## config.mk

```make
export PLATFORM = sky130hd
export DESIGN_NAME = fnv1_hash_bucket_index_unit
export DESIGN_NICKNAME = d
export VERILOG_FILES = /design/src/rtl/core/fnvbi_pkg.sv /design/src/rtl/core/fnv1_hash_bucket_index_unit.sv /design/src/rtl/core/fnvbi_hash_round.sv /design/src/rtl/core/fnvbi_prime_pick.sv /design/src/rtl/core/fnvbi_mod_unit.sv
export SDC_FILE = /design/constraint.sdc
export NUM_CORES = 1
export LEC_CHECK = 0
export BUFFER_PORTS_ARGS = -buffer_cell sky130_fd_sc_hd__buf_2
export CORE_MARGIN = 2
export CORE_UTILIZATION = 30
export DETAILED_ROUTE_END_ITERATION = 7
export SLEW_MARGIN = 5
export SYNTH_ARGS = -nofsm -noshare
export SYNTH_HDL_FRONTEND = slang
export SYNTH_HIERARCHICAL = 1
export SYNTH_SLANG_ARGS = --single-unit
```

## constraint.sdc

```tcl
create_clock -name clock -period 7.55 [get_ports clock]
set_input_delay 0.755 -clock clock [delete_from_list [all_inputs] [get_ports clock]]
set_output_delay 0.755 -clock clock [all_outputs]
set_load 0.01 [all_outputs]
```

## src/rtl/core/fnvbi_pkg.sv

```systemverilog
// ----------------------------------------------------------------------------
// fnvbi_pkg
// Shared types and constants of the FNV-1 bucket index unit: hash constants,
// the prime bucket table, register indexes and the sequencer state type.
// ----------------------------------------------------------------------------
`default_nettype none

package fnvbi_pkg;

   localparam int unsigned HASH_W    = 32;
   localparam int unsigned BUCKET_W  = 31;
   localparam int unsigned KEY_W_MAX = 64;
   localparam int unsigned CSR_IDX_W = 1;
   localparam int unsigned CSR_DAT_W = 32;

   localparam logic [HASH_W-1:0] FNV_BASIS = 32'd2166136261;
   localparam logic [HASH_W-1:0] FNV_MULT  = 32'd16777619;

   localparam int unsigned TABLE_SIZE = 26;

   typedef logic [BUCKET_W-1:0] prime_type;

   localparam prime_type PRIME_TABLE [TABLE_SIZE] = '{
      31'd53,        31'd97,        31'd193,       31'd389,
      31'd769,       31'd1543,      31'd3079,      31'd6151,
      31'd12289,     31'd24593,     31'd49157,     31'd98317,
      31'd196613,    31'd393241,    31'd786433,    31'd1572869,
      31'd3145739,   31'd6291469,   31'd12582917,  31'd25165843,
      31'd50331653,  31'd100663319, 31'd201326611, 31'd402653189,
      31'd805306457, 31'd1610612741
   };

   // register indexes
   localparam logic [CSR_IDX_W-1:0] CSR_KEY_KIND          = 1'd0;
   localparam logic [CSR_IDX_W-1:0] CSR_ESTIMATED_ENTRIES = 1'd1;

   // key kinds
   localparam logic KIND_INTEGER = 1'b0;
   localparam logic KIND_STRING  = 1'b1;

   typedef enum logic [1:0] {
      ST_IDLE,
      ST_HASH,
      ST_MOD,
      ST_DONE
   } state_type;

endpackage : fnvbi_pkg

`default_nettype wire

```

## src/rtl/core/fnv1_hash_bucket_index_unit.sv

```systemverilog
// ----------------------------------------------------------------------------
// fnv1_hash_bucket_index_unit
// FNV-1 32-bit hash of integer or string keys and its bucket in a
// prime-sized table picked from the configured entry estimate.
// ----------------------------------------------------------------------------
//
//  channel  dir  handshake              payload
//  -------  ---  ---------------------  --------------------------------------
//  req      in   req_valid / req_stall  req_key_word[63:0], req_char_byte[7:0]
//  rsp      out  rsp_valid / rsp_stall  rsp_hash_value[31:0],
//                                       rsp_bucket_index[30:0]
//  csr      in   csr_we (no wait)       csr_index[0], csr_wdata[31:0]
//
//  Integer beat: accept, one hash round per key byte, the remainder steps,
//    then the load into the output slot; the shared remainder unit and the
//    single hash round unit set its length.
//  String beat with nonzero char: hashed in the accept cycle, next beat
//    accepted right after. Ending zero char: hash goes to the remainder unit.
//  Reset clears control, running hash to the offset basis, buckets to 53.
//  A result waiting under rsp_stall does not block the next req beat; only
//  loading the following result waits for the output slot.
// ----------------------------------------------------------------------------
`default_nettype none

module fnv1_hash_bucket_index_unit #(
   parameter int unsigned KEY_BYTES   = 8,
   parameter int unsigned PRIME_COUNT = 26
) (
   input  wire logic                            clock,
   input  wire logic                            reset,
   // request channel
   input  wire logic                            req_valid,
   output      logic                            req_stall,
   input  wire logic [fnvbi_pkg::KEY_W_MAX-1:0] req_key_word,
   input  wire logic [7:0]                      req_char_byte,
   // result channel
   output      logic                            rsp_valid,
   input  wire logic                            rsp_stall,
   output      logic [fnvbi_pkg::HASH_W-1:0]    rsp_hash_value,
   output      logic [fnvbi_pkg::BUCKET_W-1:0]  rsp_bucket_index,
   // configuration
   input  wire logic                            csr_we,
   input  wire logic [fnvbi_pkg::CSR_IDX_W-1:0] csr_index,
   input  wire logic [fnvbi_pkg::CSR_DAT_W-1:0] csr_wdata
);
   import fnvbi_pkg::*;

   localparam int unsigned KEY_W  = 8 * KEY_BYTES;
   localparam int unsigned BYTE_W = (KEY_BYTES > 1) ? $clog2(KEY_BYTES) : 1;

   state_type              state_ff, state_in;
   logic                   key_kind_ff, key_kind_in;
   prime_type              bucket_count_ff, bucket_count_in;
   logic [HASH_W-1:0]      running_hash_ff, running_hash_in;
   logic [HASH_W-1:0]      work_hash_ff, work_hash_in;
   logic [KEY_W-1:0]       key_ff, key_in;
   logic [BYTE_W-1:0]      byte_cnt_ff, byte_cnt_in;
   logic                   rsp_valid_ff, rsp_valid_in;
   logic [HASH_W-1:0]      rsp_hash_ff, rsp_hash_in;
   logic [BUCKET_W-1:0]    rsp_bucket_ff, rsp_bucket_in;

   logic                   req_accept;
   logic                   out_free;
   logic [HASH_W-1:0]      round_h, round_b, round_out;
   logic [HASH_W-1:0]      char_sext;
   prime_type              picked_prime;
   logic                   mod_start;
   logic [HASH_W-1:0]      mod_dividend;
   logic                   mod_done;
   logic [BUCKET_W-1:0]    mod_rem;

   assign req_stall  = (state_ff != ST_IDLE);
   assign req_accept = req_valid && !req_stall;
   assign out_free   = !rsp_valid_ff || !rsp_stall;
   // signed char semantics
   assign char_sext  = {{(HASH_W-8){req_char_byte[7]}}, req_char_byte};

   fnvbi_hash_round u_round (
      .hash_i (round_h),
      .data_i (round_b),
      .hash_o (round_out)
   );

   fnvbi_prime_pick #(
      .PRIME_COUNT (PRIME_COUNT)
   ) u_pick (
      .want_i  (csr_wdata),
      .prime_o (picked_prime)
   );

   fnvbi_mod_unit u_mod (
      .clock      (clock),
      .reset      (reset),
      .start_i    (mod_start),
      .dividend_i (mod_dividend),
      .divisor_i  (bucket_count_ff),
      .done_o     (mod_done),
      .rem_o      (mod_rem)
   );

   // sequencer: next state and datapath controls
   always_comb begin
      state_in        = state_ff;
      key_kind_in     = key_kind_ff;
      bucket_count_in = bucket_count_ff;
      running_hash_in = running_hash_ff;
      work_hash_in    = work_hash_ff;
      key_in          = key_ff;
      byte_cnt_in     = byte_cnt_ff;
      rsp_valid_in    = rsp_valid_ff && rsp_stall;
      rsp_hash_in     = rsp_hash_ff;
      rsp_bucket_in   = rsp_bucket_ff;
      round_h         = running_hash_ff;
      round_b         = char_sext;
      mod_start       = 1'b0;
      mod_dividend    = work_hash_ff;

      case (state_ff)
         ST_IDLE: begin
            if (req_accept) begin
               if (key_kind_ff == KIND_INTEGER) begin
                  work_hash_in = FNV_BASIS;
                  key_in       = req_key_word[KEY_W-1:0];
                  byte_cnt_in  = '0;
                  state_in     = ST_HASH;
               end else if (req_char_byte == 8'd0) begin
                  // end of string: hand the running hash to the remainder unit
                  work_hash_in    = running_hash_ff;
                  running_hash_in = FNV_BASIS;
                  mod_start       = 1'b1;
                  mod_dividend    = running_hash_ff;
                  state_in        = ST_MOD;
               end else begin
                  running_hash_in = round_out;
               end
            end
         end
         ST_HASH: begin
            round_h      = work_hash_ff;
            round_b      = {{(HASH_W-8){1'b0}}, key_ff[7:0]};
            work_hash_in = round_out;
            key_in       = key_ff >> 8;
            byte_cnt_in  = byte_cnt_ff + BYTE_W'(1);
            if (byte_cnt_ff == BYTE_W'(KEY_BYTES - 1)) begin
               mod_start    = 1'b1;
               mod_dividend = round_out;
               state_in     = ST_MOD;
            end
         end
         ST_MOD: begin
            if (mod_done) begin
               if (out_free) begin
                  rsp_valid_in  = 1'b1;
                  rsp_hash_in   = work_hash_ff;
                  rsp_bucket_in = mod_rem;
                  state_in      = ST_IDLE;
               end else begin
                  state_in = ST_DONE;
               end
            end
         end
         ST_DONE: begin
            // remainder held in the unit until the slot frees
            if (out_free) begin
               rsp_valid_in  = 1'b1;
               rsp_hash_in   = work_hash_ff;
               rsp_bucket_in = mod_rem;
               state_in      = ST_IDLE;
            end
         end
         default: begin
            state_in = ST_IDLE;
         end
      endcase

      if (csr_we) begin
         case (csr_index)
            CSR_KEY_KIND: begin
               key_kind_in     = csr_wdata[0];
               running_hash_in = FNV_BASIS;
            end
            CSR_ESTIMATED_ENTRIES: begin
               bucket_count_in = picked_prime;
            end
            default: begin
               key_kind_in = key_kind_ff;
            end
         endcase
      end
   end

   always_ff @(posedge clock) begin
      if (reset) begin
         state_ff        <= ST_IDLE;
         key_kind_ff     <= KIND_INTEGER;
         bucket_count_ff <= PRIME_TABLE[0];
         running_hash_ff <= FNV_BASIS;
         byte_cnt_ff     <= '0;
         rsp_valid_ff    <= 1'b0;
      end else begin
         state_ff        <= state_in;
         key_kind_ff     <= key_kind_in;
         bucket_count_ff <= bucket_count_in;
         running_hash_ff <= running_hash_in;
         byte_cnt_ff     <= byte_cnt_in;
         rsp_valid_ff    <= rsp_valid_in;
      end
      work_hash_ff  <= work_hash_in;
      key_ff        <= key_in;
      rsp_hash_ff   <= rsp_hash_in;
      rsp_bucket_ff <= rsp_bucket_in;
   end

   assign rsp_valid        = rsp_valid_ff;
   assign rsp_hash_value   = rsp_hash_ff;
   assign rsp_bucket_index = rsp_bucket_ff;

`ifndef SYNTH
   a_start_src : assert property (@(posedge clock) disable iff (reset)
      mod_start |-> (state_ff == ST_IDLE || state_ff == ST_HASH))
      else $error("remainder start from wrong state");
   a_done_in_mod : assert property (@(posedge clock) disable iff (reset)
      mod_done |-> (state_ff == ST_MOD))
      else $error("remainder done outside the wait state");
   a_done_loads : assert property (@(posedge clock) disable iff (reset)
      (state_ff == ST_DONE && out_free) |=> rsp_valid)
      else $error("pending result not loaded into free slot");
   a_char_stays_idle : assert property (@(posedge clock) disable iff (reset)
      (req_accept && key_kind_ff == KIND_STRING && req_char_byte != 8'd0)
      |=> (state_ff == ST_IDLE))
      else $error("string character left the idle state");
`endif

endmodule : fnv1_hash_bucket_index_unit

`default_nettype wire

```

## src/rtl/core/fnvbi_hash_round.sv

```systemverilog
// ----------------------------------------------------------------------------
// fnvbi_hash_round
// One FNV-1 round: multiply by the FNV prime mod 2^32, then XOR in a byte.
// ----------------------------------------------------------------------------
`default_nettype none

module fnvbi_hash_round (
   input  wire logic [fnvbi_pkg::HASH_W-1:0] hash_i,
   input  wire logic [fnvbi_pkg::HASH_W-1:0] data_i,
   output      logic [fnvbi_pkg::HASH_W-1:0] hash_o
);
   import fnvbi_pkg::*;

   logic [HASH_W-1:0] product;

   // constant multiplier: 2^24 + 2^8 + 0x93, shift-add in synthesis
   assign product = hash_i * FNV_MULT;
   assign hash_o  = product ^ data_i;

endmodule : fnvbi_hash_round

`default_nettype wire

```

## src/rtl/core/fnvbi_prime_pick.sv

```systemverilog
// ----------------------------------------------------------------------------
// fnvbi_prime_pick
// Smallest table prime at or above the estimate; largest prime otherwise.
// ----------------------------------------------------------------------------
`default_nettype none

module fnvbi_prime_pick #(
   parameter int unsigned PRIME_COUNT = 26
) (
   input  wire logic [fnvbi_pkg::CSR_DAT_W-1:0] want_i,
   output      fnvbi_pkg::prime_type            prime_o
);
   import fnvbi_pkg::*;

   // parallel compares against constants, lowest hit wins
   always_comb begin
      prime_o = PRIME_TABLE[PRIME_COUNT-1];
      for (int i = PRIME_COUNT - 1; i >= 0; i--) begin
         if ({1'b0, PRIME_TABLE[i]} >= want_i) begin
            prime_o = PRIME_TABLE[i];
         end
      end
   end

endmodule : fnvbi_prime_pick

`default_nettype wire

```

## src/rtl/core/fnvbi_mod_unit.sv

```systemverilog
// ----------------------------------------------------------------------------
// fnvbi_mod_unit
// Restoring remainder unit: 32-bit dividend mod 31-bit divisor, one bit a cycle.
// ----------------------------------------------------------------------------
`default_nettype none

module fnvbi_mod_unit (
   input  wire logic                           clock,
   input  wire logic                           reset,
   input  wire logic                           start_i,
   input  wire logic [fnvbi_pkg::HASH_W-1:0]   dividend_i,
   input  wire fnvbi_pkg::prime_type           divisor_i,
   output      logic                           done_o,
   output      logic [fnvbi_pkg::BUCKET_W-1:0] rem_o
);
   import fnvbi_pkg::*;

   localparam int unsigned CNT_W = $clog2(HASH_W);

   logic                 busy_ff, busy_in;
   logic                 done_ff, done_in;
   logic [CNT_W-1:0]     cnt_ff, cnt_in;
   logic [HASH_W-1:0]    dvd_ff, dvd_in;
   prime_type            div_ff, div_in;
   logic [BUCKET_W-1:0]  rem_ff, rem_in;

   logic [HASH_W-1:0]    trial;
   logic [HASH_W:0]      diff;

   assign trial = {rem_ff, dvd_ff[HASH_W-1]};
   assign diff  = {1'b0, trial} - {2'b00, div_ff};

   always_comb begin
      busy_in = busy_ff;
      done_in = 1'b0;
      cnt_in  = cnt_ff;
      dvd_in  = dvd_ff;
      div_in  = div_ff;
      rem_in  = rem_ff;
      if (start_i) begin
         busy_in = 1'b1;
         cnt_in  = '0;
         dvd_in  = dividend_i;
         div_in  = divisor_i;
         rem_in  = '0;
      end else if (busy_ff) begin
         dvd_in = {dvd_ff[HASH_W-2:0], 1'b0};
         rem_in = diff[HASH_W] ? trial[BUCKET_W-1:0] : diff[BUCKET_W-1:0];
         cnt_in = cnt_ff + CNT_W'(1);
         if (cnt_ff == CNT_W'(HASH_W - 1)) begin
            busy_in = 1'b0;
            done_in = 1'b1;
         end
      end
   end

   always_ff @(posedge clock) begin
      if (reset) begin
         busy_ff <= 1'b0;
         done_ff <= 1'b0;
         cnt_ff  <= '0;
      end else begin
         busy_ff <= busy_in;
         done_ff <= done_in;
         cnt_ff  <= cnt_in;
      end
      dvd_ff <= dvd_in;
      div_ff <= div_in;
      rem_ff <= rem_in;
   end

   assign done_o = done_ff;
   assign rem_o  = rem_ff;

`ifndef SYNTH
   a_rem_below_div : assert property (@(posedge clock) disable iff (reset)
      done_ff |-> (rem_ff < div_ff))
      else $error("remainder not below divisor");
   a_done_pulse : assert property (@(posedge clock) disable iff (reset)
      done_ff |=> !done_ff)
      else $error("done held more than one cycle");
   a_start_busy : assert property (@(posedge clock) disable iff (reset)
      start_i |=> busy_ff)
      else $error("start did not launch the unit");
`endif

endmodule : fnvbi_mod_unit

`default_nettype wire
```

## After elaboration in Yosys (flattened, before gate mapping)

Cells that the tools add are included.
Widths: inputs -> output; s select.

- $mul: 1
- Div/mod/pow operators: 0
- Shift operators: 0
- Reduce and logical (&&, ||, !) cells: 20
- $lt $le $gt $ge: 25
- Equal/unequal tests: 11
- Mux-type cells: 76
- Bitwise gates (word level): 3
- $add $sub $neg: 3

Operators with widths:

| kind | count |
|---|---|
| $mux 31 | 28 |
| $mux 32 | 18 |
| $pmux 32 s2 | 3 |
| $mux 64 | 2 |
| $pmux 64 s2 | 1 |
| $pmux 31 s2 | 1 |
| $sub 32x31->33 | 1 |
| $ge 10x32->1 const A | 1 |
| $ge 11x32->1 const A | 1 |
| $ge 12x32->1 const A | 1 |
| $ge 13x32->1 const A | 1 |
| $ge 14x32->1 const A | 1 |
| $ge 15x32->1 const A | 1 |
| $ge 16x32->1 const A | 1 |
| $ge 17x32->1 const A | 1 |
| $ge 18x32->1 const A | 1 |
| $ge 19x32->1 const A | 1 |
| $ge 20x32->1 const A | 1 |
| $ge 21x32->1 const A | 1 |
| $ge 22x32->1 const A | 1 |
| $ge 23x32->1 const A | 1 |
| $ge 24x32->1 const A | 1 |
| $ge 25x32->1 const A | 1 |
| $ge 26x32->1 const A | 1 |
| other kinds (37) | 68 |

- RAM bits: 0
- Bits in registers: 330
- Logic and storage cells: 155
- Output and inout bits: 65
- Memories: 0
- Latch bits: 0
- Bits of input ports: 110
- Bits in read-only memories: 0

## Logic depth before layout (Yosys ltp)

- Depth in word-level cells: 26
- Gate-level depth with buffers: 29
- Gate-level depth less buffers: 26

## Cells and area by module

The synthesis kept the hierarchy.

Modules (own cells, without submodules):

| module | seq. area each (µm²) | area each (µm²) | cells an instance | instances |
|---|---|---|---|---|
| fnv1_hash_bucket_index_unit | 6175.9 | 9769.4 | 959 | 1 |
| fnvbi_mod_unit | 2652.5 | 5977.0 | 571 | 1 |
| fnvbi_hash_round | 0.0 | 5770.5 | 612 | 1 |
| fnvbi_prime_pick | 0.0 | 958.4 | 147 | 1 |

## Worst setup path before layout

OpenSTA, ideal clock, no wires.

- Kind: register -> register
- Start: register state_ff[0]
- End: register u_mod.dvd_ff[30], data pin
- Path buffers: 3
- Clock period less this slack: 6.928 ns
- Arrival: 6.668 ns
- Stages on the path, launching flop included: 28
- Library setup time: 0.260 ns
- Data required time: 7.290 ns
- Path slack: 0.622 ns
- Path through: dfxtp_1 > clkbuf_1 > inv_2 > nor2_1 > clkbuf_1 > clkbuf_1 > nand2_1 > nand2_1 > ha_1 > ha_1 > fa_1 > ha_1 > fa_1 > ha_1 > inv_1 > fa_1 > inv_1 > ha_1 > and3_1 > and3b_1 > or4_4 > o21ai_4 > o22ai_2 > o41ai_2 > xnor2_1 > and3_1 > a221o_1 > mux2_2

- Longest elaborated chain between the ends: 7
- Elaborated cells between the ends (all ways): 15
- Classes of those cells: 1 x mul; 1 x eq/ne; 8 x mux; 1 x bitwise; 4 x reduce/logical

Ends and longest elaborated chain:

| item | RTL line | source |
|---|---|---|
| start, declared | fnv1_hash_bucket_index_unit.sv:51 | `state_type state_ff, state_in;` |
| start signal, assigned | fnv1_hash_bucket_index_unit.sv:201 | `state_ff <= state_in;` |
| $eq 2x1->1 | fnv1_hash_bucket_index_unit.sv:118 | `case (state_ff)` |
| $mux 32 | fnv1_hash_bucket_index_unit.sv:118 |  |
| net round_h[3] | fnv1_hash_bucket_index_unit.sv:64 | `logic [HASH_W-1:0] round_h, round_b, round_out;` |
| $mul 32x25->32 | fnvbi_hash_round.sv:17 | `assign product = hash_i * FNV_MULT;` |
| $xor 32x32->32 | fnvbi_hash_round.sv:18 | `assign hash_o = product ^ data_i;` |
| net round_out[30] | fnv1_hash_bucket_index_unit.sv:64 |  |
| $mux 32 | fnv1_hash_bucket_index_unit.sv:144 | `if (byte_cnt_ff == BYTE_W'(KEY_BYTES - 1)) begin` |
| $pmux 32 s2 | fnv1_hash_bucket_index_unit.sv:118 |  |
| net mod_dividend[30] | fnv1_hash_bucket_index_unit.sv:68 | `logic [HASH_W-1:0] mod_dividend;` |
| $mux 32 | fnvbi_mod_unit.sv:40 | `if (start_i) begin` |
| net u_mod.dvd_in[30] | fnvbi_mod_unit.sv:23 | `logic [HASH_W-1:0] dvd_ff, dvd_in;` |
| end signal, assigned | fnvbi_mod_unit.sv:67 | `dvd_ff <= dvd_in;` |
| end, declared | fnvbi_mod_unit.sv:23 |  |

The timed path passes the listed nets, and every way through them passes these cells.
A chain may end at the register's enable or synchronous reset.

## Worst setup path in the final report

- Start: register state_ff[1]
- End: register u_mod.dvd_ff[28], data pin

Same word-level chain as after synthesis.

==> flow_summary.yaml <==
final_layout:
  post-route-cell-area_sq_um: 25600
  final_common_cell: "nand2_1"
  layout_common_cells: "nand2_1 (456), edfxtp_1 (222), ha_1 (221)"
  num-fill-cells: 7623
  area_growth_syn_to_layout_pct: 14.1
  finalNetCount: 2844
  final_layout_size_suffix_gt1_share_pct: 15.1
place:
  io_buffers: 174
  dpl_cell_area_sq_um: 24400
  place_congestion: 0.895
  hpwlAfterDp_mm: 44.2
timing:
  finalWorstPathRequiredPeriod_ps: 7210
  maxSlewHeadroom_pct: 20.5
  drv_slew: 0
  finalHoldViolCount: 0
  setup-tns-final_ps: 0
  worst_slew_pin_slew_ps: 1190
  rsz0062_at_grt: "no"
  period_share_pct: 95.5
  fmax_ghz: 0.139
  fin_skew_ps: 34.1
  setup_viol: 0
synthesis:
  async_reset_ff_share_pct: 0
  syn-cell-area_sq_um: 22500
  synth_flop_cell: "edfxtp_1"
  synthCells: 2289
  yosysWarnings: 6
  syn_avg_cell_area_sq_um: 9.82
  yosys_register_bits: 330
  yosysSeqAreaShare_pct: 39.3
  yosysUniqueCellTypes: 95
  synth_edf_count: 222
  synth_nets: 2695
route:
  drt_iter0_drc: 1290
  antenna_left: 0
  wl_per_cell_um: 17.6
  drtPass1Iterations: 5
  routed_wirelength_mm: 60.4
  drc: 0
  vias_per_cell: 4.96
  num_vias: 17036
floorplanning:
  core_area_sq_um: 74300
  ioPinCount: 175
  die_y_um: 278
  die_w_um: 278
  rows: 100
  start_util_pct: 30.2
  die-area_sq_um: 77100
clock_tree:
  htreeDepth: 2
  clock_sinks: 330
  cts.repair.resized: 0
  clkLatencyLatePin_ps: 580
  path_clk_slew_ps: 60
  cts_made_buffers: 38
  cts_tree: "done"
  cts_root_buf: "clkbuf_16"
  clock_path_buffers: 3
  cts_hold_buffers: 0
  post-cts-setup-buffer-count: 0
critical_path:
  critPathMostFrequentCell: "ha_1"
  worst-path-max-fanout: 31
  cp_top_family: "adder cells"
  worst_path_largest_cell_delay_ps: 600
  r2r-end: "u_mod/dvd_ff[28]"
  required_ps: 7870
  r2r_cells: 23
  critPathSlowestCell: "dfxtp_1"
  cp-start-kind: "register"
  r2r-start: "state_ff[1]"
  criticalPathCategory: "register to register"
  cp-end-kind: "register"
  worst_ep_arrival_time_ps: 7520
  cp_cell_sequence: "nand2b_4, nand2_1, nand2_1, ha_1, ha_1, fa_1, ha_1, fa_1, ha_1, inv_1, fa_1, inv_1, ha_1, a211oi_1, nand2_1, or4_4, o21ai_4, o22ai_2, o21ai_0, xnor2_1, and3_1, a221o_1, mux2_2"
  ff2ff_setup_slack_ps: 340
  path_buf_inv: 2
global_route:
  grt_max_degree: 73
  grt.overflow.total: 0
  grt_pass1_wl_mm: 94.2
  grt_pass1_vias: 16430
  antenna_found_initial: 18
  grt_util_all_layers_pct: 15.4
run:
  drv_cap: 0
hold_path:
  hold_class: "register to register"
  whs_endpoint: "u_mod/div_ff[23]"
  hold_start: "bucket_count_ff[23]"
  min_delay_path_depth: 0
outcome:
  status: "completed"
==> worst max path at each step <==
stage	cells past startpoint	end	slack [ps]	start
floorplan	27	u_mod/dvd_ff[30]	620	state_ff[0]
detailed placement	23	u_mod/dvd_ff[30]	420	state_ff[1]
global route	23	u_mod/dvd_ff[28]	20	state_ff[1]
finish	23	u_mod/dvd_ff[28]	340	state_ff[1]
CTS	23	u_mod/dvd_ff[28]	400	state_ff[1]
global placement	23	u_mod/dvd_ff[30]	440	state_ff[1]
==> kinds of logic after synthesis <==
| family | Yosys count | synth area share (%) |
|---|---|---|
| buffers and inverters | 291 | 5.18 |
| other | 1 | 0.0167 |
| muxes | 76 | 3.58 |
| xor gates and xnor gates | 97 | 3.78 |
| AOI/OAI and AO/OA | 399 | 12.8 |
| adders and majority gates | 296 | 19.0 |
| DFF | 330 | 39.3 |
| and+or+nand+nor | 799 | 16.4 |
==> stage by stage <==
step,hold slack (ps),util [%],instances,setup WS [ps]
after global routing,436,34.5,3437,20.9
after detailed placement,416,32.9,3367,422
after CTS,421,34.5,3436,405
after floorplan,408,-,2289,622
after global placement,413,32.9,3367,439
final,414,34.5,3438,343
==> flip-flops by register name, indices dropped and copies added (netlist names), 2 cells and up <==
signal and count:
key_ff 64, rsp_hash_value 32, running_hash_ff 32, u_mod/dvd_ff 32
work_hash_ff 32, bucket_count_ff 31, rsp_bucket_index 31, u_mod/div_ff 31
u_mod/rem_o 31, u_mod/cnt_ff 5, byte_cnt_ff 3, state_ff 2
==> cell usage after synthesis, types with 6 or more instances <==
library cell  instances  area share [%]
nand2b_1             15            0.42
a21o_1               19            0.63
a221o_1              32             1.4
nor2b_1              14            0.39
xor2_1               36             1.4
or3_1                10            0.28
o31ai_1               8            0.27
edfxtp_1            222              30
o21ai_0              66             1.5
a31oi_1              15            0.42
mux2_2               31             1.6
a311oi_1              6            0.23
and3_1               41             1.1
or4_4                 6            0.30
buf_1                 8            0.13
inv_1               192             3.2
mux2i_1              44             2.0
nand2_2              13            0.36
o21ai_1               7            0.16
nor4_1                9            0.25
a311oi_2             14            0.94
o21a_1                6            0.20
clkbuf_1             64             1.1
o22ai_1              14            0.39
nand3_1              28            0.62
nor3_1               21            0.47
a22oi_1              20            0.67
o21bai_1              7            0.23
dfxtp_1             108             9.6
a21oi_1             100             2.2
xnor2_1              61             2.4
fa_1                 75             6.7
and2_1               21            0.58
ha_1                221              12
a211oi_1             14            0.47
buf_2                18            0.40
nor2_1              113             1.9
o211ai_1             14            0.47
nand4_1               8            0.22
nand2_1             457             7.6
==> metal layers <==
metal  up-vias  routed length (um)  GRT usage [%]
met5         -                 191              0
met1      8030               27800           21.3
met3       114                4720           4.23
met4        30                1590           4.56
met2       510               26100           23.3
li1       8352                   -              -
==> final cells by class <==
cell class                      count  area, sq um  share of cell area (%)
Sequential cell                   330         8830                    34.4
Tap cell                          969         1210                    4.73
Clock buffer                       53         1030                    4.01
Multi-Input combinational cell   1668        12500                    48.9
Timing Repair Buffer              207         1120                    4.36
Inverter                          193          727                    2.83
Antenna cell                        2         5.00                  0.0195
Clock inverter                     16          196                   0.766
Power is left out: the tool's default activity adds up to more than one toggle a clock period on the data nets, which glitch-free logic cannot reach.
